[src/hdl/dpbp_pkg.sv]
// shared types, constants and helper functions for the depth pixel back-projection core
package dpbp_pkg;

   // fixed field widths
   localparam int PIXEL_BITS     = 12;
   localparam int DEPTH_IN_BITS  = 16;
   localparam int LEVEL_BITS     = 8;
   localparam int FOCAL_BITS     = 24;
   localparam int CENTER_BITS    = 20;
   localparam int FRAC_BITS      = 16;
   localparam int SUBPIX_BITS    = 8;
   localparam int FOCAL_MIN_BITS = 8;
   localparam int OUT_XY_BITS    = 48;
   localparam int OUT_Z_BITS     = 32;
   localparam int COLOR_Q_BITS   = 17;

   // configuration port
   localparam int CSR_ADDR_BITS = 4;
   localparam int CSR_DATA_BITS = 32;

   // register reset values
   localparam logic [FOCAL_BITS-1:0]  FOCAL_RESET    = 24'd133376;
   localparam logic [CENTER_BITS-1:0] CENTER_X_RESET = 20'd81920;
   localparam logic [CENTER_BITS-1:0] CENTER_Y_RESET = 20'd61440;
   localparam logic [FOCAL_BITS-1:0]  FOCAL_MIN      = 24'd256;

   // saturation limits for the signed 48-bit outputs
   localparam logic [OUT_XY_BITS-1:0] XY_MAX = {1'b0, {(OUT_XY_BITS-1){1'b1}}};
   localparam logic [OUT_XY_BITS-1:0] XY_MIN = {1'b1, {(OUT_XY_BITS-1){1'b0}}};

   localparam logic [LEVEL_BITS-1:0] LEVEL_FULL = 8'hFF;

   // register map
   typedef enum logic [1:0] {
      REG_MODE     = 2'd0,
      REG_FOCAL    = 2'd1,
      REG_CENTER_X = 2'd2,
      REG_CENTER_Y = 2'd3
   } reg_index_type;

   // mode codes
   localparam logic MODE_DEPTH = 1'b0;
   localparam logic MODE_COLOR = 1'b1;

   // live configuration seen by the datapath
   typedef struct packed {
      logic                   mode;
      logic [FOCAL_BITS-1:0]  focal;
      logic [CENTER_BITS-1:0] center_x;
      logic [CENTER_BITS-1:0] center_y;
   } cfg_type;

   // data that rides alongside the divider lanes
   typedef struct packed {
      logic                    mode;
      logic                    neg_x;
      logic                    neg_y;
      logic [OUT_Z_BITS-1:0]   point_z;
      logic [COLOR_Q_BITS-1:0] red_q;
      logic [COLOR_Q_BITS-1:0] green_q;
   } side_type;

   // level * 2^16 / 255 truncated: level * 257 plus one at full scale
   function automatic logic [COLOR_Q_BITS-1:0] color_norm(input logic [LEVEL_BITS-1:0] level);
      logic [COLOR_Q_BITS-1:0] base;
      base = {1'b0, level, level};
      return base + COLOR_Q_BITS'(level == LEVEL_FULL);
   endfunction

endpackage

[src/hdl/dpbp_csr.sv]
// configuration registers behind the APB-style port
module dpbp_csr (
   input  logic                                 clock,
   input  logic                                 reset,
   input  logic                                 psel,
   input  logic                                 penable,
   input  logic                                 pwrite,
   input  logic [dpbp_pkg::CSR_ADDR_BITS-1:0]   paddr,
   input  logic [dpbp_pkg::CSR_DATA_BITS-1:0]   pwdata,
   output logic [dpbp_pkg::CSR_DATA_BITS-1:0]   prdata,
   output logic                                 pready,
   output dpbp_pkg::cfg_type                    cfg
);

   logic                                 mode_ff;
   logic [dpbp_pkg::FOCAL_BITS-1:0]      focal_ff;
   logic [dpbp_pkg::CENTER_BITS-1:0]     center_x_ff;
   logic [dpbp_pkg::CENTER_BITS-1:0]     center_y_ff;
   logic                                 write_en;
   dpbp_pkg::reg_index_type              reg_index;

   assign pready    = 1'b1;
   assign write_en  = psel & penable & pwrite;
   assign reg_index = dpbp_pkg::reg_index_type'(paddr[dpbp_pkg::CSR_ADDR_BITS-1:2]);

   // register writes
   always_ff @(posedge clock) begin
      if (reset) begin
         mode_ff     <= dpbp_pkg::MODE_DEPTH;
         focal_ff    <= dpbp_pkg::FOCAL_RESET;
         center_x_ff <= dpbp_pkg::CENTER_X_RESET;
         center_y_ff <= dpbp_pkg::CENTER_Y_RESET;
      end else if (write_en) begin
         unique case (reg_index)
            dpbp_pkg::REG_MODE:     mode_ff     <= pwdata[0];
            dpbp_pkg::REG_FOCAL:    focal_ff    <= pwdata[dpbp_pkg::FOCAL_BITS-1:0];
            dpbp_pkg::REG_CENTER_X: center_x_ff <= pwdata[dpbp_pkg::CENTER_BITS-1:0];
            dpbp_pkg::REG_CENTER_Y: center_y_ff <= pwdata[dpbp_pkg::CENTER_BITS-1:0];
            default: ;
         endcase
      end
   end

   // read mux
   always_comb begin
      unique case (reg_index)
         dpbp_pkg::REG_MODE:     prdata = dpbp_pkg::CSR_DATA_BITS'(mode_ff);
         dpbp_pkg::REG_FOCAL:    prdata = dpbp_pkg::CSR_DATA_BITS'(focal_ff);
         dpbp_pkg::REG_CENTER_X: prdata = dpbp_pkg::CSR_DATA_BITS'(center_x_ff);
         dpbp_pkg::REG_CENTER_Y: prdata = dpbp_pkg::CSR_DATA_BITS'(center_y_ff);
         default:                prdata = '0;
      endcase
   end

   // focal lengths under one pixel are clamped so the divisor is never zero
   always_comb begin
      cfg.mode     = mode_ff;
      cfg.focal    = (focal_ff < dpbp_pkg::FOCAL_MIN) ? dpbp_pkg::FOCAL_MIN : focal_ff;
      cfg.center_x = center_x_ff;
      cfg.center_y = center_y_ff;
   end

endmodule

[config.mk]
export PLATFORM = sky130hd
export DESIGN_NAME = dpbp_csr
export DESIGN_NICKNAME = d
export VERILOG_FILES = /design/src/hdl/dpbp_pkg.sv /design/src/hdl/dpbp_csr.sv
export SDC_FILE = /design/constraint.sdc
export NUM_CORES = 1
export LEC_CHECK = 0
export CAP_MARGIN = 20
export CORE_ASPECT_RATIO = 2
export CORE_MARGIN = 2
export CORE_UTILIZATION = 45
export CTS_CLUSTER_DIAMETER = 60
export CTS_CLUSTER_SIZE = 40
export DETAILED_ROUTE_END_ITERATION = 12
export DONT_BUFFER_PORTS = 1
export PLACE_DENSITY_LB_ADDON = 0.05
export SLEW_MARGIN = 10
export SYNTH_ARGS = -nofsm -noshare
export SYNTH_HDL_FRONTEND = slang
export SYNTH_SLANG_ARGS = --single-unit
export TNS_END_PERCENT = 5
[constraint.sdc]
create_clock -name clock -period 1.02 [get_ports clock]
set_input_delay 0.051 -clock clock [delete_from_list [all_inputs] [get_ports clock]]
set_output_delay 0.051 -clock clock [all_outputs]
set_load 0.02 [all_outputs]
==> After elaboration in Yosys (flattened, before gate mapping) <==
Index checks and enable logic that the tools add are counted.
{ "totals": {"ff_bits": 65, "latch_bits": 0, "ram_bits": 0, "romBits": 0, "in_bits": 41, "out_inout_bits": 98, "elab_cells": 17, "memories": 0} }
{ "classes": {"addsub": 0, "n_mul": 0, "div": 0, "magnitude_cmp": 1, "n_eq_ne": 3, "n_shift": 0, "muxes": 2, "n_bitwise": 2, "n_reduce_logical": 5} }
{ "ops": {"columns": ["operator", "count"], "rows": [
  ["32-bit one-hot mux with 4 select lines", 1],
  ["24-bit by 9-bit less-than comparator with 1-bit output, second input constant", 1],
  ["24-bit two-way mux", 1],
  ["2-bit AND reduction", 4],
  ["2-bit == test, second input constant", 2],
  ["1-bit AND", 2],
  ["2-bit by 1-bit == test with 1-bit output, second input constant", 1],
  ["2-bit zero test", 1]
]} }

==> Longest topological paths before layout <==
{ "depth": {"ltp_word": 3, "ltp_mapped": 6, "depth_no_buf": 3} }

==> Worst setup path after synthesis <==
Ideal clock, no wire load.
{ "synth_timing": {"path_kind": "register to output", "startpoint": "register focal_ff[18] (netlist bit)", "endpoint": "output cfg[40] (netlist bit)", "arrival_time_ps": 1064, "t_required_ps": 969, "setup_slack_ps": -95, "path_stages_with_launch": 4, "n_path_buf": 0, "cell_sequence": "dfxtp_1 nor4_1 nand4_1 and2_1"} }
{ "synth_lines": {"columns": ["element", "line_no", "source"], "rows": [
  ["start: declaration", "dpbp_csr.sv:16", "logic [dpbp_pkg::FOCAL_BITS-1:0] focal_ff;"],
  ["start signal: assignment", "dpbp_csr.sv:30", "focal_ff <= dpbp_pkg::FOCAL_RESET;"],
  ["start signal: assignment", "dpbp_csr.sv:36", "dpbp_pkg::REG_FOCAL: focal_ff <= pwdata[dpbp_pkg::FOCAL_BITS-1:0];"],
  ["end: declaration", "dpbp_csr.sv:12", "output dpbp_pkg::cfg_type cfg"]
]} }

==> impl_metrics.toml <==
[run_status]
status = "finished, violations left"
violations = "hold timing, setup timing"

[synth]
syn_avg_cell_area_um2 = 9.86
synth_top_area_frac = 0.379
async_flop_share = 0
yosys_warnings = 0
synth-edff-count = 0
synth_ff_type = "dfxtp_1"
synthCells = 348
synth.distinct_cells = 29
ys_ff_latch = 65
netlist_area_um2 = 3430
ys_top_cells_by_area = "dfxtp_1, mux2i_1, nand2b_1, mux2_2, a22o_1"
synth_area_leader_cell = "dfxtp_1"
yosysSeqAreaShare = 0.379

[timing]
final.setup_skew_ps = 0
hold_viol = 65
hold-worst-slack_ps = -169
timing.final.crit_period_ps = 1510
setup_viol = 33
tns_ps = -7950
min_period_over_period = 1.48
fin_ws_ps = -487
fmax_mhz = 664
rsz0062_at_grt = "true"
slew_viol_final = 0

[drt]
num_vias = 2541
drt-met1-wl_um = 3490
wl_met2_um = 4530
vias_per_cell = 5.13
drcViolationCount = 0
wl_um = 8740
drtIter0Drc = 94
dr.max_layer_used = "met4"
ant_nets = 0
wl_met3_um = 509
firstDrtPassIters = 4
detail_route.wl_per_cell_um = 17.7

[clock_network]
numCtsBuffers = 9
cts_tree = "done"
path_clk_slew_ps = 50
clockBufferDepth = 2
cts-htree-levels = 3
clkLatencyLatePin_ps = 330
root_buffer = "clkbuf_16"
cts.sinks = 65

[finish]
fin_area_um2 = 4470
drive_gt1_frac = 0.359
finalNonFillerCells = 495
antennaDiodeCount = 0
area_growth_pct = 30.4
layout.nets = 437
fill_cells = 652

[critical_path]
worst_setup_path_start_kind = "register"
crit_fanout = 9
crit_required_ps = 970
crit_chain = "nor4_4 -> nand4_1 -> buf_6 -> and2_1"
crit_type = "reg -> out"
end_kind = "primary output"
critPathMaxStageDelay_ps = 330
arrival_ps = 1460
slowest_stage = "dfxtp_2"

[min_path]
hp-class = "in -> reg"

[global_route]
grt_max_degree = 97
grt_use_total = 0.218
grt_pass1_wl_um = 13700
antenna_found_initial = 0
grt_pass1_vias = 2691
grt_overflow = 0

[die]
die_h_um = 127
fp.dieW_um = 65.7
design.die.area_um2 = 8380
fp-row-count = 45
fp.coreArea_um2 = 7490
ios = 139
start_util = 0.458

[placement]
routabilityCongestion = 0.811
hpwl_um = 6000
placed_cell_area_um2 = 3790
pre_cts_ws_ps = -259
port_buffers = 0
place_inst = 466

[power_and_ir_drop]
peakVddDrop_mv = 1.09
power_density_nw_per_um2 = 1400
leakage_nw = 2.03

[run]
drv_cap = 0
==> area by class of cell <==
| type | instances | area [µm²] | area share |
|---|---|---|---|
| multi-input cells | 238 | 2050 | 0.459 |
| clock inverters | 2 | 35.0 | 0.00783 |
| well taps | 94 | 118 | 0.0263 |
| flip-flops and latches | 65 | 1310 | 0.293 |
| repair buffers | 82 | 683 | 0.153 |
| clock buffers | 14 | 274 | 0.0613 |
==> critical path: cells and delay by family (launching register included) <==
family | cells | cell delay, ps
DFF | 1 | 330
buffers and inverters | 1 | 160
and+or+nand+nor | 3 | 630
==> layer usage <==
layer  vias to the layer above  global-route usage
met3                        15              0.0599
met1                      1196               0.250
li1                       1246                   -
met5                         -                   0
met2                        84               0.370
met4                         0              0.0919
==> logic make-up (layout without fill, tap and decap cells) <==
logic type / count (synthesis) / count (layout) / synth area share
AOI/OAI and AO/OA: 25 / 25 / 0.0587
buffers and inverters: 52 / 98 / 0.0930
DFF: 65 / 65 / 0.379
muxes: 80 / 80 / 0.244
other: 2 / 9 / 0.00219
and+or+nand+nor: 124 / 124 / 0.223
==> Yosys cell counts (2+ instances only) <==
| cell type | count |
|---|---|
| nand4b_1 | 4 |
| nor4_1 | 4 |
| nor2_1 | 18 |
| buf_4 | 13 |
| mux2_2 | 19 |
| nand2_1 | 2 |
| dfxtp_1 | 65 |
| o21ai_1 | 4 |
| buf_6 | 9 |
| mux2i_1 | 60 |
| and2_1 | 12 |
| clkbuf_1 | 24 |
| conb_1 | 2 |
| nand2b_1 | 75 |
| buf_2 | 5 |
| a22o_1 | 19 |
==> through the flow <==
stage | hold WS (ps) | util | power [mW]
floorplan | 198 | - | 3.10
global placement | 136 | 0.506 | 3.09
detailed placement | 136 | 0.506 | 3.09
CTS | -212 | 0.582 | 6.29
global route | -200 | 0.597 | 6.48
finish | -169 | 0.597 | 6.24
==> placed cells by master (no fill, tap or decap), types with 2 or more instances in the layout <==
master	count
nor4_2	2
dlygate4sd3_1	13
nor2_1	18
conb_1	9
and2_4	7
nand4b_1	4
mux2_2	19
clkbuf_8	3
a22o_4	18
dfxtp_2	7
nand2_1	2
o21ai_1	4
buf_4	62
buf_6	6
clkbuf_1	2
dfxtp_1	58
nor4_4	2
mux2i_1	60
and2_1	6
nand2b_1	75
clkbuf_16	9
==> final timing paths <==
| kind | slack (ps) | depth (start not counted) | end | start |
|---|---|---|---|---|
| setup reg to reg | 120 | 3 | focal_ff[23] | focal_ff[23] |
| hold reg to reg | 480 | 2 | focal_ff[0] | focal_ff[0] |
| hold / removal | -170 | 1 | focal_ff[23] | reset |
| setup / recovery | -490 | 4 | cfg[41] | focal_ff[23] |
==> where the power goes <==
group	internal, mW	total, mW	leakage [nW]	switching, mW
Sequential	2.58	2.60	0.528	0.0213
Clock	2.09	3.11	0.153	1.03
Combinational	0.263	0.533	1.35	0.269
Total	4.93	6.24	2.03	1.32
==> registers in the layout, indices dropped and copies added (netlist names) <==
register and flops:
focal_ff 24, center_x_ff 20, center_y_ff 20, mode_ff 1
==> repair_timing <==
item / in CTS / in global routing
setup endpoints to repair: 33 / 33
resized for setup: 42 / 16
endpoints found under the hold margin: 65 / 65
hold buffers: 9 / 4
pin swaps: 2 / 2
setup buffers: 0 / 0
Power figures use the tool's default switching activity.
