**src/hdl/dpbp_pkg.sv**
```systemverilog
// shared types, constants and helper functions for the depth pixel back-projection core
package dpbp_pkg;

   // fixed field widths
   localparam int PIXEL_BITS     = 12;
   localparam int DEPTH_IN_BITS  = 16;
   localparam int LEVEL_BITS     = 8;
   localparam int FOCAL_BITS     = 24;
   localparam int CENTER_BITS    = 20;
   localparam int FRAC_BITS      = 16;
   localparam int SUBPIX_BITS    = 8;
   localparam int FOCAL_MIN_BITS = 8;
   localparam int OUT_XY_BITS    = 48;
   localparam int OUT_Z_BITS     = 32;
   localparam int COLOR_Q_BITS   = 17;

   // configuration port
   localparam int CSR_ADDR_BITS = 4;
   localparam int CSR_DATA_BITS = 32;

   // register reset values
   localparam logic [FOCAL_BITS-1:0]  FOCAL_RESET    = 24'd133376;
   localparam logic [CENTER_BITS-1:0] CENTER_X_RESET = 20'd81920;
   localparam logic [CENTER_BITS-1:0] CENTER_Y_RESET = 20'd61440;
   localparam logic [FOCAL_BITS-1:0]  FOCAL_MIN      = 24'd256;

   // saturation limits for the signed 48-bit outputs
   localparam logic [OUT_XY_BITS-1:0] XY_MAX = {1'b0, {(OUT_XY_BITS-1){1'b1}}};
   localparam logic [OUT_XY_BITS-1:0] XY_MIN = {1'b1, {(OUT_XY_BITS-1){1'b0}}};

   localparam logic [LEVEL_BITS-1:0] LEVEL_FULL = 8'hFF;

   // register map
   typedef enum logic [1:0] {
      REG_MODE     = 2'd0,
      REG_FOCAL    = 2'd1,
      REG_CENTER_X = 2'd2,
      REG_CENTER_Y = 2'd3
   } reg_index_type;

   // mode codes
   localparam logic MODE_DEPTH = 1'b0;
   localparam logic MODE_COLOR = 1'b1;

   // live configuration seen by the datapath
   typedef struct packed {
      logic                   mode;
      logic [FOCAL_BITS-1:0]  focal;
      logic [CENTER_BITS-1:0] center_x;
      logic [CENTER_BITS-1:0] center_y;
   } cfg_type;

   // data that rides alongside the divider lanes
   typedef struct packed {
      logic                    mode;
      logic                    neg_x;
      logic                    neg_y;
      logic [OUT_Z_BITS-1:0]   point_z;
      logic [COLOR_Q_BITS-1:0] red_q;
      logic [COLOR_Q_BITS-1:0] green_q;
   } side_type;

   // level * 2^16 / 255 truncated: level * 257 plus one at full scale
   function automatic logic [COLOR_Q_BITS-1:0] color_norm(input logic [LEVEL_BITS-1:0] level);
      logic [COLOR_Q_BITS-1:0] base;
      base = {1'b0, level, level};
      return base + COLOR_Q_BITS'(level == LEVEL_FULL);
   endfunction

endpackage

```
**src/hdl/dpbp_out.sv**
```systemverilog
// result formatting (sign, saturation, mode select) and the output register with skid
module dpbp_out #(
   parameter int Q_BITS = 44
) (
   input  logic                                    clock,
   input  logic                                    reset,
   input  logic                                    in_valid,
   input  logic [1:0][Q_BITS-1:0]                  quot,
   input  dpbp_pkg::side_type                      side,
   output logic                                    advance,
   output logic                                    out_valid,
   input  logic                                    out_ready,
   output logic signed [dpbp_pkg::OUT_XY_BITS-1:0] point_x,
   output logic signed [dpbp_pkg::OUT_XY_BITS-1:0] point_y,
   output logic [dpbp_pkg::OUT_Z_BITS-1:0]         point_z
);

   localparam int XY   = dpbp_pkg::OUT_XY_BITS;
   localparam int ZB   = dpbp_pkg::OUT_Z_BITS;
   localparam int WIDE = ((Q_BITS > XY) ? Q_BITS : XY) + 1;

   logic [WIDE-1:0] q_x;
   logic [WIDE-1:0] q_y;
   logic [WIDE-1:0] lim_max;
   logic [WIDE-1:0] lim_min;
   logic [XY-1:0]   sat_x;
   logic [XY-1:0]   sat_y;
   logic [XY-1:0]   x_in;
   logic [XY-1:0]   y_in;
   logic [ZB-1:0]   z_in;
   logic            push;
   logic            pop;

   logic            out_valid_ff;
   logic            skid_valid_ff;
   logic [XY-1:0]   out_x_ff;
   logic [XY-1:0]   out_y_ff;
   logic [ZB-1:0]   out_z_ff;
   logic [XY-1:0]   skid_x_ff;
   logic [XY-1:0]   skid_y_ff;
   logic [ZB-1:0]   skid_z_ff;

   // sign and saturate; y points up so its sign is flipped
   always_comb begin
      q_x     = WIDE'(quot[0]);
      q_y     = WIDE'(quot[1]);
      lim_max = WIDE'(dpbp_pkg::XY_MAX);
      lim_min = WIDE'(dpbp_pkg::XY_MIN);
      sat_x   = (q_x > lim_max) ? dpbp_pkg::XY_MAX : q_x[XY-1:0];
      sat_y   = (q_y > lim_max) ? dpbp_pkg::XY_MAX : q_y[XY-1:0];
      if (side.mode == dpbp_pkg::MODE_COLOR) begin
         x_in = XY'(side.red_q);
         y_in = XY'(side.green_q);
      end else begin
         if (side.neg_x) begin
            x_in = (q_x > lim_min) ? dpbp_pkg::XY_MIN : (~q_x[XY-1:0] + XY'(1));
         end else begin
            x_in = sat_x;
         end
         y_in = side.neg_y ? sat_y : (~sat_y + XY'(1));
      end
      z_in = side.point_z;
   end

   // pipeline moves while the skid slot is free
   assign advance = ~skid_valid_ff;
   assign push    = advance & in_valid;
   assign pop     = out_valid_ff & out_ready;

   // output and skid occupancy
   always_ff @(posedge clock) begin
      if (reset) begin
         out_valid_ff  <= 1'b0;
         skid_valid_ff <= 1'b0;
      end else if (pop) begin
         if (skid_valid_ff) begin
            out_valid_ff  <= 1'b1;
            skid_valid_ff <= 1'b0;
         end else begin
            out_valid_ff <= push;
         end
      end else if (push) begin
         if (out_valid_ff) begin
            skid_valid_ff <= 1'b1;
         end else begin
            out_valid_ff <= 1'b1;
         end
      end
   end

   // output and skid data
   always_ff @(posedge clock) begin
      if (pop && skid_valid_ff) begin
         out_x_ff <= skid_x_ff;
         out_y_ff <= skid_y_ff;
         out_z_ff <= skid_z_ff;
      end else if (push && (pop || !out_valid_ff)) begin
         out_x_ff <= x_in;
         out_y_ff <= y_in;
         out_z_ff <= z_in;
      end
      if (push && out_valid_ff && !pop) begin
         skid_x_ff <= x_in;
         skid_y_ff <= y_in;
         skid_z_ff <= z_in;
      end
   end

   assign out_valid = out_valid_ff;
   assign point_x   = out_x_ff;
   assign point_y   = out_y_ff;
   assign point_z   = out_z_ff;

endmodule

```
**config.mk**
```make
export PLATFORM = sky130hd
export DESIGN_NAME = dpbp_out
export DESIGN_NICKNAME = d
export VERILOG_FILES = /design/src/hdl/dpbp_pkg.sv /design/src/hdl/dpbp_out.sv
export SDC_FILE = /design/constraint.sdc
export NUM_CORES = 1
export LEC_CHECK = 0
export BUFFER_PORTS_ARGS = -buffer_cell sky130_fd_sc_hd__buf_2
export CELL_PAD_IN_SITES_DETAIL_PLACEMENT = 0
export CELL_PAD_IN_SITES_GLOBAL_PLACEMENT = 2
export CORE_MARGIN = 2
export CORE_UTILIZATION = 35
export CTS_CLUSTER_DIAMETER = 80
export CTS_CLUSTER_SIZE = 16
export DETAILED_ROUTE_END_ITERATION = 8
export PLACE_DENSITY_LB_ADDON = 0.1
export RECOVER_POWER = 25
export SYNTH_ARGS = -nofsm -noshare
export SYNTH_HDL_FRONTEND = slang
export SYNTH_SLANG_ARGS = --single-unit
```
**constraint.sdc**
```tcl
create_clock -name clock -period 18.75 [get_ports clock]
set_input_delay 1.875 -clock clock [delete_from_list [all_inputs] [get_ports clock]]
set_output_delay 1.875 -clock clock [all_outputs]
set_load 0.005 [all_outputs]
```
Word level (Yosys, flattened, before mapping)
Index checks and enable logic that the tools add are counted.
W data, S select, Z words.

operators by class
  order comparisons = 0
  $mul = 0
  bitwise logic cells = 5
  muxes and demuxes = 13
  shift-type cells = 0
  reduce and logical (&&, ||, !) cells = 11
  equality and inequality tests = 0
  $add $sub $neg = 2
  divide/modulo/power cells = 0

operators by type and width
  operator                 count
  $mux W48                 8
  $add A48 B1 Y48 const B  2
  $not A44 Y48             2
  $mux W32                 2
  $logic_and A1 B1 Y1      4
  $reduce_bool A2 Y1       2
  $mux W1                  3
  $and A1 B1 Y1            2
  $logic_not A1 Y1         2
  $reduce_and A2 Y1        1
  $reduce_or A2 Y1         1
  $logic_or A1 B1 Y1       1
  $not A1 Y1               1

word-level totals
  memory bits (writable) = 0
  memories = 0
  output and inout bits = 130
  flip-flop bits (word level) = 258
  logic and storage cells = 39
  input port bits = 161
  bits in latches = 0
  ROM bits = 0

Logic depth before layout (Yosys ltp)
  depth after elaboration = 6
  depth in mapped cells = 9
  gate-level depth less buffers = 8

Worst setup path before layout
OpenSTA, ideal clock, no wires.

  path kind = in2reg
  from = input in_valid
  to = register skid_x_ff[0], enable pin
  slack = 6.766 ns
  buffers on the path = 0
  arrival = 11.183 ns
  stages = 2
  cells stage by stage = nand2_1 nor3b_1

on the way
  word-level cells in the longest chain between the ends = 3

ends and longest elaborated chain
  item                              line             text
  start, declared                   dpbp_out.sv:7    input logic in_valid,
  $and A1 B1 Y1                     dpbp_out.sv:67   assign push = advance & in_valid;
  $logic_and A1 B1 Y1 (2 in a row)  dpbp_out.sv:102  if (push && out_valid_ff && !pop) begin
  end signal, assigned              dpbp_out.sv:103  skid_x_ff <= x_in;
  end, declared                     dpbp_out.sv:39   logic [XY-1:0] skid_x_ff;

No other way between the ends.
A chain may end at the register's enable or synchronous reset.

Final worst setup path
  from = input out_ready
  to = register out_y_ff[45], in the netlist point_y[45], data pin

on the way
  word-level cells in the longest chain between the ends = 3

ends and longest elaborated chain
  item                  line            text
  start, declared       dpbp_out.sv:12  input logic out_ready,
  $and A1 B1 Y1         dpbp_out.sv:68  assign pop = out_valid_ff & out_ready;
  $logic_and A1 B1 Y1   dpbp_out.sv:93  if (pop && skid_valid_ff) begin
  $mux W48              dpbp_out.sv:93
  end signal, assigned  dpbp_out.sv:95  out_y_ff <= skid_y_ff;
  end signal, assigned  dpbp_out.sv:99  out_y_ff <= y_in;
  end, declared         dpbp_out.sv:37  logic [XY-1:0] out_y_ff;

No other way between the ends.

==> results.py <==
metrics = {
    "worst_setup_path": {
        "path_cells": "clkbuf_1 > nand2_1 > nor2_4 > clkbuf_1 > buf_4 > o21ai_0",
        "worstPathArrival_ns": 5.53,
        "path_class": "primary input to register",
        "worstPathRequired_ns": 18.97,
        "crit_path_end_kind": "register",
        "cp_top_family": "buffers and inverters",
        "slowest_delay_ns": 2.06,
        "slowest_stage": "clkbuf_1",
        "worstPathMaxFanout": 64,
        "crit_path_frequent_cell": "clkbuf_1",
        "critPathLaunchType": "primary input",
        "worst-path-buf-inv": 3,
    },
    "timing": {
        "worst_pin_slew_ns": 2.96,
        "fin_setup_tns_ns": 0,
        "setup_viol": 0,
        "relSlewSlack": -0.973,
        "period_share": 0.283,
        "rsz0062_at_grt": "no",
        "skew_ns": 0.0112,
        "period_needed_ns": 5.31,
        "hold_viol": 0,
        "fmax_ghz": 0.188,
        "worst_slack_ns": 13.44,
        "drv_slew": 155,
    },
    "route": {
        "vias_per_cell": 4.85,
        "drtIter0Drc": 494,
        "detail_route.wl_per_cell_um": 18.4,
        "drt-total-wl_um": 32000,
        "vias": 8409,
        "route.detailed.drc": 0,
        "postRouteAntennaNets": 0,
        "drtPass1Iterations": 6,
    },
    "floorplan": {
        "die_y_um": 189,
        "num_rows": 67,
        "initial_core_util": 0.355,
        "core_area_um2": 33500,
        "die_w_um": 189,
        "ios": 291,
        "design.die.area_um2": 35500,
    },
    "pwr": {
        "power_uw": 1260,
        "p_leak_uw": 0.00534,
        "ir_drop_mv": 0.0586,
        "power_density_nw_per_um2": 87.5,
    },
    "logic_synthesis": {
        "synth_edf_count": 256,
        "synth_top_area_share": 0.645,
        "netlist_area_um2": 11900,
        "ys.warnings.count": 0,
        "synth_flop_cell": "edfxtp_1",
        "ys_ff_latch": 258,
        "synth_cells": 1002,
        "async_flop_share": 0,
        "synth_cell_types": 48,
        "yosys.area.top_type": "edfxtp_1",
        "ys_seq_area_frac": 0.649,
        "syn_area_per_cell_um2": 11.9,
        "ys_top_cells_by_area": "edfxtp_1, nand2_1, mux2_2",
        "syn_nets": 1165,
    },
    "grt": {
        "grt_pass1_vias": 8282,
        "grt_pass1_wl_um": 48700,
        "grt_usage": 0.176,
        "grt-ovfl-total": 0,
        "gr-usage-met2": 0.294,
        "use_met3": 0.0417,
        "grt.busiest_layer": "met2",
        "grt_max_degree": 75,
        "antenna_found_initial": 6,
        "grt_util_met1": 0.237,
    },
    "placement": {
        "post-place-ws_ns": 14.13,
        "portBuffers": 290,
        "gp_congestion": 0.781,
        "dp_hpwl_um": 21100,
        "place_area_um2": 13800,
    },
    "cts": {
        "holdBufCountCts": 0,
        "cts_buffers": 20,
        "clk_latency_ns": 0.51,
        "htreeDepth": 1,
        "cts_tree": "yes",
        "ctsRootBufferMaster": "clkbuf_16",
        "clkTransAtPathRegs_ns": 0.07,
        "cts-resized-gates": 0,
        "clock_path_buffers": 3,
        "postCtsSetupRepairBufs": 0,
        "cts.sinks": 258,
    },
    "run_status": {
        "violations": "capacitance limit, slew limit",
        "status": "finished, violations left",
    },
    "hold_path": {
        "hold_class": "register to register",
    },
    "layout": {
        "drive_above_1_share": 0.261,
        "layout.nets": 1437,
        "multiInputGateArea_um2": 3980,
        "most-common-layout-cells": "edfxtp_1, buf_2, nand2_1, nor2_1, o21ai_0",
        "final_common_cell": "edfxtp_1",
        "ff_latch_area_um2": 7730,
        "final_area_um2": 14400,
        "fillerInstances": 3318,
        "areaGrowthSynthToFinish_pct": 20.6,
    },
    "flow_run": {
        "maxCapViolations": 3,
    },
}
-- synthesized netlist by cell type, types with 4 or more instances --
cell type	number
edfxtp_1	256
nand2_1	202
nor2_1	109
o21ai_0	76
xor2_1	45
clkbuf_1	40
mux2_2	38
xnor2_1	38
nor3_1	17
a21oi_1	16
o31ai_1	16
inv_1	15
or4_1	14
a31oi_1	9
nor4_1	9
a221o_1	8
and3_1	8
buf_1	8
o21ai_1	8
nand3_1	7
or3_1	7
nor2b_1	5
o41ai_1	5
o41ai_2	4
or2_2	4
-- cells by family (layout without fill, tap and decap cells) --
| logic type | count (synthesis) | count (layout) | share of synthesized area |
|---|---|---|---|
| xor gates and xnor gates | 83 | 83 | 0.0610 |
| AOI/OAI and AO/OA | 156 | 156 | 0.0830 |
| and+or+nand+nor | 399 | 399 | 0.148 |
| muxes | 40 | 40 | 0.0376 |
| other | 0 | 4 | 0 |
| buffers and inverters | 64 | 344 | 0.0203 |
| DFF | 258 | 258 | 0.649 |
| adders and majority gates | 2 | 2 | 0.00210 |
-- layer usage --
layer | part of all wire | wire length [um]
met5 | 0.00078 | 25
met4 | 0.011 | 362
met3 | 0.063 | 2020
met2 | 0.48 | 15300
met1 | 0.45 | 14300
-- registers in the layout (all words and copies together) (netlist names) --
| name | flops |
|---|---|
| skid_x_ff | 48 |
| skid_z_ff | 32 |
| out_valid | 1 |
| point_x | 48 |
| point_z | 32 |
| skid_valid_ff | 1 |
| skid_y_ff | 48 |
| point_y | 48 |
-- path summary, 6_finish.rpt --
kind / slack, ns / cells past startpoint / from / end
worst max register to register: 14.54 / 5 / out_valid / point_y[45]
worst min register to register: 0.51 / 2 / skid_z_ff[22] / point_z[22]
worst max-delay path: 13.44 / 6 / out_ready / point_y[45]
worst min-delay path: 0.51 / 2 / skid_z_ff[22] / point_z[22]
-- power by group --
part,internal [uW],total (uW),switching [uW]
combinational,60.2,150,89.6
clock,218,417,199
sequential,681,691,9.76
-- through the flow --
step / util / hold WS, ns / instances
floorplan: - / 0.484 / 1002
global placement: 0.413 / 0.489 / 1700
detailed placement: 0.413 / 0.493 / 1700
CTS: 0.431 / 0.511 / 1730
global route: 0.429 / 0.526 / 1732
finish: 0.429 / 0.509 / 1734
-- cell type report --
| type | count | area share |
|---|---|---|
| clock buffers | 27 | 0.0381 |
| repair buffers | 299 | 0.101 |
| diodes | 4 | 0.000696 |
| well taps | 448 | 0.0390 |
| flip-flops and latches | 258 | 0.538 |
| multi-input cells | 680 | 0.277 |
| inverters | 15 | 0.00392 |
| clock inverters | 3 | 0.00296 |
-- worst reg2reg max path: stages, from the launching register on --
cell	delay, ns
dfxtp_1	0.50
nand2_1	0.16
nor2_4	0.11
clkbuf_1	2.06
buf_4	0.89
o21ai_0	0.21
No activity file was read; power rests on OpenSTA's default activity.
