**src/hdl/dpbp_pkg.sv**
```systemverilog
// shared types, constants and helper functions for the depth pixel back-projection core
package dpbp_pkg;

   // fixed field widths
   localparam int PIXEL_BITS     = 12;
   localparam int DEPTH_IN_BITS  = 16;
   localparam int LEVEL_BITS     = 8;
   localparam int FOCAL_BITS     = 24;
   localparam int CENTER_BITS    = 20;
   localparam int FRAC_BITS      = 16;
   localparam int SUBPIX_BITS    = 8;
   localparam int FOCAL_MIN_BITS = 8;
   localparam int OUT_XY_BITS    = 48;
   localparam int OUT_Z_BITS     = 32;
   localparam int COLOR_Q_BITS   = 17;

   // configuration port
   localparam int CSR_ADDR_BITS = 4;
   localparam int CSR_DATA_BITS = 32;

   // register reset values
   localparam logic [FOCAL_BITS-1:0]  FOCAL_RESET    = 24'd133376;
   localparam logic [CENTER_BITS-1:0] CENTER_X_RESET = 20'd81920;
   localparam logic [CENTER_BITS-1:0] CENTER_Y_RESET = 20'd61440;
   localparam logic [FOCAL_BITS-1:0]  FOCAL_MIN      = 24'd256;

   // saturation limits for the signed 48-bit outputs
   localparam logic [OUT_XY_BITS-1:0] XY_MAX = {1'b0, {(OUT_XY_BITS-1){1'b1}}};
   localparam logic [OUT_XY_BITS-1:0] XY_MIN = {1'b1, {(OUT_XY_BITS-1){1'b0}}};

   localparam logic [LEVEL_BITS-1:0] LEVEL_FULL = 8'hFF;

   // register map
   typedef enum logic [1:0] {
      REG_MODE     = 2'd0,
      REG_FOCAL    = 2'd1,
      REG_CENTER_X = 2'd2,
      REG_CENTER_Y = 2'd3
   } reg_index_type;

   // mode codes
   localparam logic MODE_DEPTH = 1'b0;
   localparam logic MODE_COLOR = 1'b1;

   // live configuration seen by the datapath
   typedef struct packed {
      logic                   mode;
      logic [FOCAL_BITS-1:0]  focal;
      logic [CENTER_BITS-1:0] center_x;
      logic [CENTER_BITS-1:0] center_y;
   } cfg_type;

   // data that rides alongside the divider lanes
   typedef struct packed {
      logic                    mode;
      logic                    neg_x;
      logic                    neg_y;
      logic [OUT_Z_BITS-1:0]   point_z;
      logic [COLOR_Q_BITS-1:0] red_q;
      logic [COLOR_Q_BITS-1:0] green_q;
   } side_type;

   // level * 2^16 / 255 truncated: level * 257 plus one at full scale
   function automatic logic [COLOR_Q_BITS-1:0] color_norm(input logic [LEVEL_BITS-1:0] level);
      logic [COLOR_Q_BITS-1:0] base;
      base = {1'b0, level, level};
      return base + COLOR_Q_BITS'(level == LEVEL_FULL);
   endfunction

endpackage

```
**src/hdl/dpbp_front.sv**
```systemverilog
// front stages: principal point offsets, then offset magnitude times depth
module dpbp_front #(
   parameter int COL_BITS   = 12,
   parameter int DEPTH_BITS = 16,
   parameter int MAG_BITS   = 20
) (
   input  logic                                  clock,
   input  logic                                  reset,
   input  logic                                  advance,
   input  logic                                  in_valid,
   input  logic [dpbp_pkg::PIXEL_BITS-1:0]       pixel_column,
   input  logic [dpbp_pkg::PIXEL_BITS-1:0]       pixel_row,
   input  logic [dpbp_pkg::DEPTH_IN_BITS-1:0]    depth_value,
   input  logic [dpbp_pkg::LEVEL_BITS-1:0]       red_level,
   input  logic [dpbp_pkg::LEVEL_BITS-1:0]       green_level,
   input  logic [dpbp_pkg::LEVEL_BITS-1:0]       blue_level,
   input  dpbp_pkg::cfg_type                     cfg,
   output logic                                  out_valid,
   output logic [1:0][MAG_BITS+DEPTH_BITS-1:0]   prod,
   output dpbp_pkg::side_type                    side
);

   localparam int OFF_BITS  = MAG_BITS + 1;
   localparam int PROD_BITS = MAG_BITS + DEPTH_BITS;

   logic [OFF_BITS-1:0]       col_ext;
   logic [OFF_BITS-1:0]       row_ext;
   logic [OFF_BITS-1:0]       diff_x;
   logic [OFF_BITS-1:0]       diff_y;
   logic [OFF_BITS-1:0]       abs_x;
   logic [OFF_BITS-1:0]       abs_y;
   logic [DEPTH_BITS-1:0]     depth_low;
   dpbp_pkg::side_type        side_in;

   logic                      valid_a_ff;
   logic [MAG_BITS-1:0]       mag_x_ff;
   logic [MAG_BITS-1:0]       mag_y_ff;
   logic [DEPTH_BITS-1:0]     depth_ff;
   dpbp_pkg::side_type        side_a_ff;

   logic                      valid_b_ff;
   logic [1:0][PROD_BITS-1:0] prod_ff;
   dpbp_pkg::side_type        side_b_ff;

   // signed offsets in 1/256-pixel subpixels, split into sign and magnitude
   always_comb begin
      col_ext   = OFF_BITS'({pixel_column[COL_BITS-1:0], {dpbp_pkg::SUBPIX_BITS{1'b0}}});
      row_ext   = OFF_BITS'({pixel_row[COL_BITS-1:0], {dpbp_pkg::SUBPIX_BITS{1'b0}}});
      diff_x    = col_ext - OFF_BITS'(cfg.center_x);
      diff_y    = row_ext - OFF_BITS'(cfg.center_y);
      abs_x     = diff_x[OFF_BITS-1] ? (~diff_x + OFF_BITS'(1)) : diff_x;
      abs_y     = diff_y[OFF_BITS-1] ? (~diff_y + OFF_BITS'(1)) : diff_y;
      depth_low = depth_value[DEPTH_BITS-1:0];

      side_in.mode    = cfg.mode;
      side_in.neg_x   = diff_x[OFF_BITS-1];
      side_in.neg_y   = diff_y[OFF_BITS-1];
      side_in.red_q   = dpbp_pkg::color_norm(red_level);
      side_in.green_q = dpbp_pkg::color_norm(green_level);
      if (cfg.mode == dpbp_pkg::MODE_COLOR) begin
         side_in.point_z = dpbp_pkg::OUT_Z_BITS'(dpbp_pkg::color_norm(blue_level));
      end else begin
         side_in.point_z = dpbp_pkg::OUT_Z_BITS'({depth_low, {dpbp_pkg::FRAC_BITS{1'b0}}});
      end
   end

   // valid bits
   always_ff @(posedge clock) begin
      if (reset) begin
         valid_a_ff <= 1'b0;
         valid_b_ff <= 1'b0;
      end else if (advance) begin
         valid_a_ff <= in_valid;
         valid_b_ff <= valid_a_ff;
      end
   end

   // stage a: offsets, stage b: products
   always_ff @(posedge clock) begin
      if (advance) begin
         mag_x_ff   <= abs_x[MAG_BITS-1:0];
         mag_y_ff   <= abs_y[MAG_BITS-1:0];
         depth_ff   <= depth_low;
         side_a_ff  <= side_in;
         prod_ff[0] <= PROD_BITS'(mag_x_ff) * PROD_BITS'(depth_ff);
         prod_ff[1] <= PROD_BITS'(mag_y_ff) * PROD_BITS'(depth_ff);
         side_b_ff  <= side_a_ff;
      end
   end

   assign out_valid = valid_b_ff;
   assign prod      = prod_ff;
   assign side      = side_b_ff;

endmodule

```
**config.mk**
```make
export PLATFORM = sky130hd
export DESIGN_NAME = dpbp_front
export DESIGN_NICKNAME = d
export VERILOG_FILES = /design/src/hdl/dpbp_pkg.sv /design/src/hdl/dpbp_front.sv
export SDC_FILE = /design/constraint.sdc
export NUM_CORES = 2
export LEC_CHECK = 0
export ABC_AREA = 0
export BUFFER_PORTS_ARGS = -buffer_cell sky130_fd_sc_hd__buf_4
export CORE_MARGIN = 2
export CORE_UTILIZATION = 30
export CTS_CLUSTER_SIZE = 40
export DETAILED_ROUTE_END_ITERATION = 6
export SLEW_MARGIN = 20
export SYNTH_ARGS = -nofsm -noshare
export SYNTH_HDL_FRONTEND = slang
export SYNTH_SLANG_ARGS = --single-unit
```
**constraint.sdc**
```tcl
create_clock -name clock -period 8.6 [get_ports clock]
set_input_delay 0.43 -clock clock [delete_from_list [all_inputs] [get_ports clock]]
set_output_delay 0.43 -clock clock [all_outputs]
set_load 0.02 [all_outputs]
```
Word level (Yosys, flattened, before mapping)
Cells that the tools add are included.
{ "totals": {"ff_bits": 268, "out_inout_bits": 142} }
{ "op_classes": {"add_sub_neg": 7, "multipliers": 2, "n_eq_ne": 3, "muxes": 3, "bitwise": 2} }
{ "ops": {"columns": ["op", "n"], "rows": [
  ["multiplier 20 x 16 -> 36 bit", 2],
  ["adder 16 x 1 -> 17 bit", 3],
  ["subtractor 20 x 20 -> 21 bit", 2],
  ["adder 20 x 1 -> 20 bit (second input constant)", 2],
  ["two-way mux 20 bit", 2],
  ["inverter 20 bit", 2],
  ["equality test 8 bit (second input constant)", 3],
  ["two-way mux 17 bit", 1]
]} }

Depth between registers and ports, before layout
{ "logic_depth": {"word_depth": 4, "mapped_depth": 24, "depth_no_buf": 22} }

Worst setup path before layout
No wires, ideal clock.
{ "synth_path": {"path_type": "flip-flop to flip-flop", "startpoint": "register mag_y_ff[7]", "endpoint": "register prod_ff (netlist bit prod[67]), data pin", "setup_ns": 0.258, "t_arrival_ns": 6.120, "required_ns": 8.342, "slack_ns": 2.221, "path_stages_with_launch": 24, "n_path_buf": 1, "path_cell_list": "edfxtp_1 -> clkbuf_1 -> nand2_1 -> fa_1 -> inv_1 -> fa_1 -> inv_1 -> fa_1 -> inv_1 -> fa_1 -> fa_1 -> inv_1 -> fa_1 -> inv_1 -> ha_1 -> a21o_1 -> a21o_1 -> and4_1 -> a2111oi_2 -> a211oi_1 -> o41ai_2 -> o22a_1 -> nor2b_1 -> xnor2_1"} }
{ "synth_between": {"elab_chain_len": 1} }
{ "synth_lines": {"columns": ["element", "line", "source"], "rows": [
  ["start: declaration", "dpbp_front.sv:37", "logic [MAG_BITS-1:0] mag_y_ff;"],
  ["start signal: assignment", "dpbp_front.sv:82", "mag_y_ff <= abs_y[MAG_BITS-1:0];"],
  ["multiplier 20 x 16 -> 36 bit", "dpbp_front.sv:86", "prod_ff[1] <= PROD_BITS'(mag_y_ff) * PROD_BITS'(depth_ff);"],
  ["end: declaration", "dpbp_front.sv:42", "logic [1:0][PROD_BITS-1:0] prod_ff;"]
]} }
No other way between the ends.
A chain may end at the register's enable or synchronous reset.

Worst setup path after layout
{ "layout_path": {"startpoint": "register depth_ff[5]", "endpoint": "register prod_ff (netlist bit prod[35]), data pin"} }
{ "layout_between": {"elab_chain_len": 1} }
{ "layout_lines": {"columns": ["element", "line", "source"], "rows": [
  ["start: declaration", "dpbp_front.sv:38", "logic [DEPTH_BITS-1:0] depth_ff;"],
  ["start signal: assignment", "dpbp_front.sv:83", "depth_ff <= depth_low;"],
  ["multiplier 20 x 16 -> 36 bit", "dpbp_front.sv:85", "prod_ff[0] <= PROD_BITS'(mag_x_ff) * PROD_BITS'(depth_ff);"]
]} }
No other way between the ends.

==> summary by stage <==
Worst setup path
STA classifies the critical path startpoint as a flop. The slack of the worst reg-to-reg path is approximately 1.1 ns. The number of buffer and inverter instances along the worst setup path is 5. The largest single stage delay on the critical path is between 1 and 1.5 ns.

The reg-to-reg critical path endpoint is prod[35]. At the worst endpoint, the arrival time is a little under 8 ns. For the worst flop-to-flop path, the logic depth is 22. The cell family contributing the most delay on the critical path is adder cells. By instance count, the cell type seen most on the critical path is fa_1. The signal on the critical path passes through buf_4 -> and2_1 -> fa_1 -> inv_1 -> fa_1 -> fa_1 -> inv_1 -> fa_1 -> fa_1 -> inv_1 -> fa_1 -> inv_1 -> ha_1 -> a21oi_1 -> o211ai_1 -> a32o_1 -> a21oi_1 -> o21ai_0 -> and2_1 -> a211o_1 -> a2111oi_0 -> nor3b_1. The worst setup path category is reg2reg. Data on the critical path is required at its endpoint by about 8.9 ns. In this run the critical register-to-register path is launched from depth_ff[5]. The highest-delay cell along the critical path is edfxtp_1. The top fanout value on the critical path is 27.

The kind of capture point of the worst setup path is a flop.

Placement
During placement, the flow inserted port buffers numbering 250. At the end of routability-driven placement, the weighted congestion stood at 0.8267. The detailed placement HPWL is ~61 mm.

Floorplan
In this run the vertical extent of the chip is around 330 um. Once the floorplan was initialized, standard cells occupied about 30% of the core. The die area is roughly 110000 um2.

The core area is about 110000 um2. In this run the core area contains 120 standard-cell rows. The top-level port count is approximately 280. The die is between 300 and 400 um wide.

Logic synthesis
After synthesis, the mean cell area works out to between 10 and 15 um2. In the post-synthesis netlist, the cell with the most instances is inv_1. After synthesis the netlist holds a flip-flop and latch count of 268.

When the netlist entered floorplanning its net count stood at slightly above 4000. In the synthesized netlist, the cells that appear most often are 585 x inv_1, 500 x fa_1, 396 x nand2_1. Synthesis instantiated 79 different standard cells from the library. The most used flip-flop cell after synthesis is edfxtp_1. The synthesized design contains between 200 and 300 enable-type register cells. The fraction of synthesis flops using an asynchronous set or reset pin is 0%.

The Yosys step of the flow raised 0 warnings. The share of the Yosys chip area taken by registers is about a quarter. The biggest area contributor in the post-synthesis netlist is fa_1. After synthesis, the largest area contributor takes up 31.12% of total cell area. The synthesized netlist occupies a cell area of between 30000 and 40000 um2.

Synthesis produced 3165 cells. Ranked by total cell area, the synthesized netlist is headed by fa_1 31%, edfxtp_1 25%, ha_1 9.6%.

Timing
The number of max-slew violations in the final report is 0. After layout, the worst path uses just under 90% of the clock period. Setup repair after global routing left no endpoint under its margin. The hold violation total from the final report is 0. Counting I/O delays and the setup requirement, the final critical path takes around 7.5 ns. The highest achievable clock rate is about 0.13 GHz. The count of final setup violators is 0.

For the pin with the worst max-slew slack, the measured transition is 1.136 ns. The summed negative setup slack over all endpoints is 0 ns. Measured against its own limit, the worst slew margin works out to about 24%. The worst clock skew on the final layout is around 0.030 ns.

Min path
Counting instances, the worst hold path has a depth of 1. The worst hold-check path type is in2reg. The end point of the worst hold path is depth_ff[15]. In this run the most critical hold path is launched from depth_value[15].

Clocking
The number of buffers on the longest clock path is 3. The number of H-tree levels is 2. Clock tree synthesis found a total of 268 sinks. The total clock buffers created by CTS is 38.

Clock tree synthesis selected as its root buffer the cell clkbuf_16. After clock tree synthesis, the clock-pin slew on the worst setup and hold paths is roughly 0.060 ns. In this run, post-CTS repair resized a total of 0 instances. The insertion delay to the later sink of the worst-skew pair is ~0.60 ns. The TritonCTS clock tree is yes.

Global route
The sum of overflow across all layers after global routing is 0. The overall routing resource usage is 14.08%. The via count of the first global-routing pass is about 23000. The initial antenna violation count is 4.

The first global-routing pass estimated approximately 120 mm of wire. Entering global routing, the biggest net connects just under 90 pins.

Status
The flow ran to the end, and the final reports show no timing, DRC or antenna violations.

Job
Across the run, the number of max-cap violations was 0.

Route
The routed layout has 22110 vias. In the final routed layout, each cell accounts on average for between 15 and 20 um. The length of the first detailed-routing pass in iterations is 5. After detailed routing, the total wire length is 74.78 mm. The post-detailed-route count of antenna-violating nets is 0. The count of routing violations after the opening detailed-route iteration is about 1100.

For this run, design rule violations remaining after detail routing come to 0. The ratio of routed vias to standard cells is about 4.6.

Finish
In the final layout, the share of cells above drive strength 1 is 11.15%. Fill cells in the final layout number roughly 11000. The post-synthesis to final-layout area growth is 14.87%. The number of nets in the layout is 4255.
## what timing repair did
item / 4_1_cts / 5_1_grt
setup buffers: 0 / 0
hold buffers: 7 / 0
endpoints found under the hold margin: 8 / 0
## cell type report
class,count,area (um2),area share [%]
Clock inverter,25,315.3,0.8534
Sequential cell,268,8028,21.73
Timing Repair Buffer,296,2247,6.082
Clock buffer,40,958.4,2.594
Inverter,587,2203,5.964
Multi-Input combinational cell,2183,21430,58.01
Tap cell,1403,1755,4.751
Antenna cell,3,7.507,0.02032
## routing by layer
layer	part of all wire (%)	vias up	global-route usage (%)
li1	-	10410	-
met1	46	11150	19.22
met2	45	487	22.44
met3	7.3	65	3.888
met4	1.5	2	2.681
met5	0.017	-	0
## cell usage in the layout (no fill, tap or decap), drive strengths merged, types with 20 or more instances in the layout
cell type,n
xor2,47
edfxtp,266
xnor2,93
clkbuf,40
and3,20
buf,289
o21ai,49
a21oi,86
nor2,74
inv,587
nor3,24
fa,500
a21o,37
and2,331
nand2,396
nand3,40
ha,248
nor2b,34
## worst max-delay path by stage
stage / endpoint / slack (ns) / start / cells past startpoint
after CTS: prod[35] / 1.18 / depth_ff[5] / 22
after floorplan: prod[67] / 2.22 / mag_y_ff[7] / 23
after global placement: prod[35] / 1.21 / depth_ff[5] / 22
after global routing: prod[35] / 0.60 / depth_ff[5] / 22
final: prod[35] / 1.11 / depth_ff[5] / 22
after detailed placement: prod[35] / 1.21 / depth_ff[5] / 22
## through the flow
step                std cells  area, um2  utilization [%]  setup slack (ns)  hold WS (ns)
finish                   4805      36950            34.61             1.105       0.04512
global route             4802      36940            34.60            0.6026      0.004428
CTS                      4802      36940            34.60             1.178     0.0006128
detailed placement       4730      35590            33.34             1.211        0.4045
global placement         4730      35590            33.34             1.215        0.4002
floorplan                3165      32160                -             2.221        0.4003
## state kept, by name, indices dropped and copies added, names as in the netlist
register,flops
valid_a_ff,1
side,69
mag_y_ff,20
side_a_ff,69
prod,72
out_valid,1
mag_x_ff,20
depth_ff,16
## cells by family (layout without fill, tap and decap cells)
kind of cell	count (synthesis)	in the layout	share of synthesized area [%]
other	0	3	0
flip-flops	268	268	24.96
XOR/XNOR	140	140	3.812
multiplexers	8	8	0.2529
adder cells (fa/ha/maj)	748	748	40.77
buffers and inverters	714	948	8.410
AND/OR/NAND/NOR	996	996	15.76
AO/OA/AOI/OAI	291	291	6.038
Power is not shown: default switching activity piles up to over one toggle a cycle in this logic, so the estimate is an artifact.
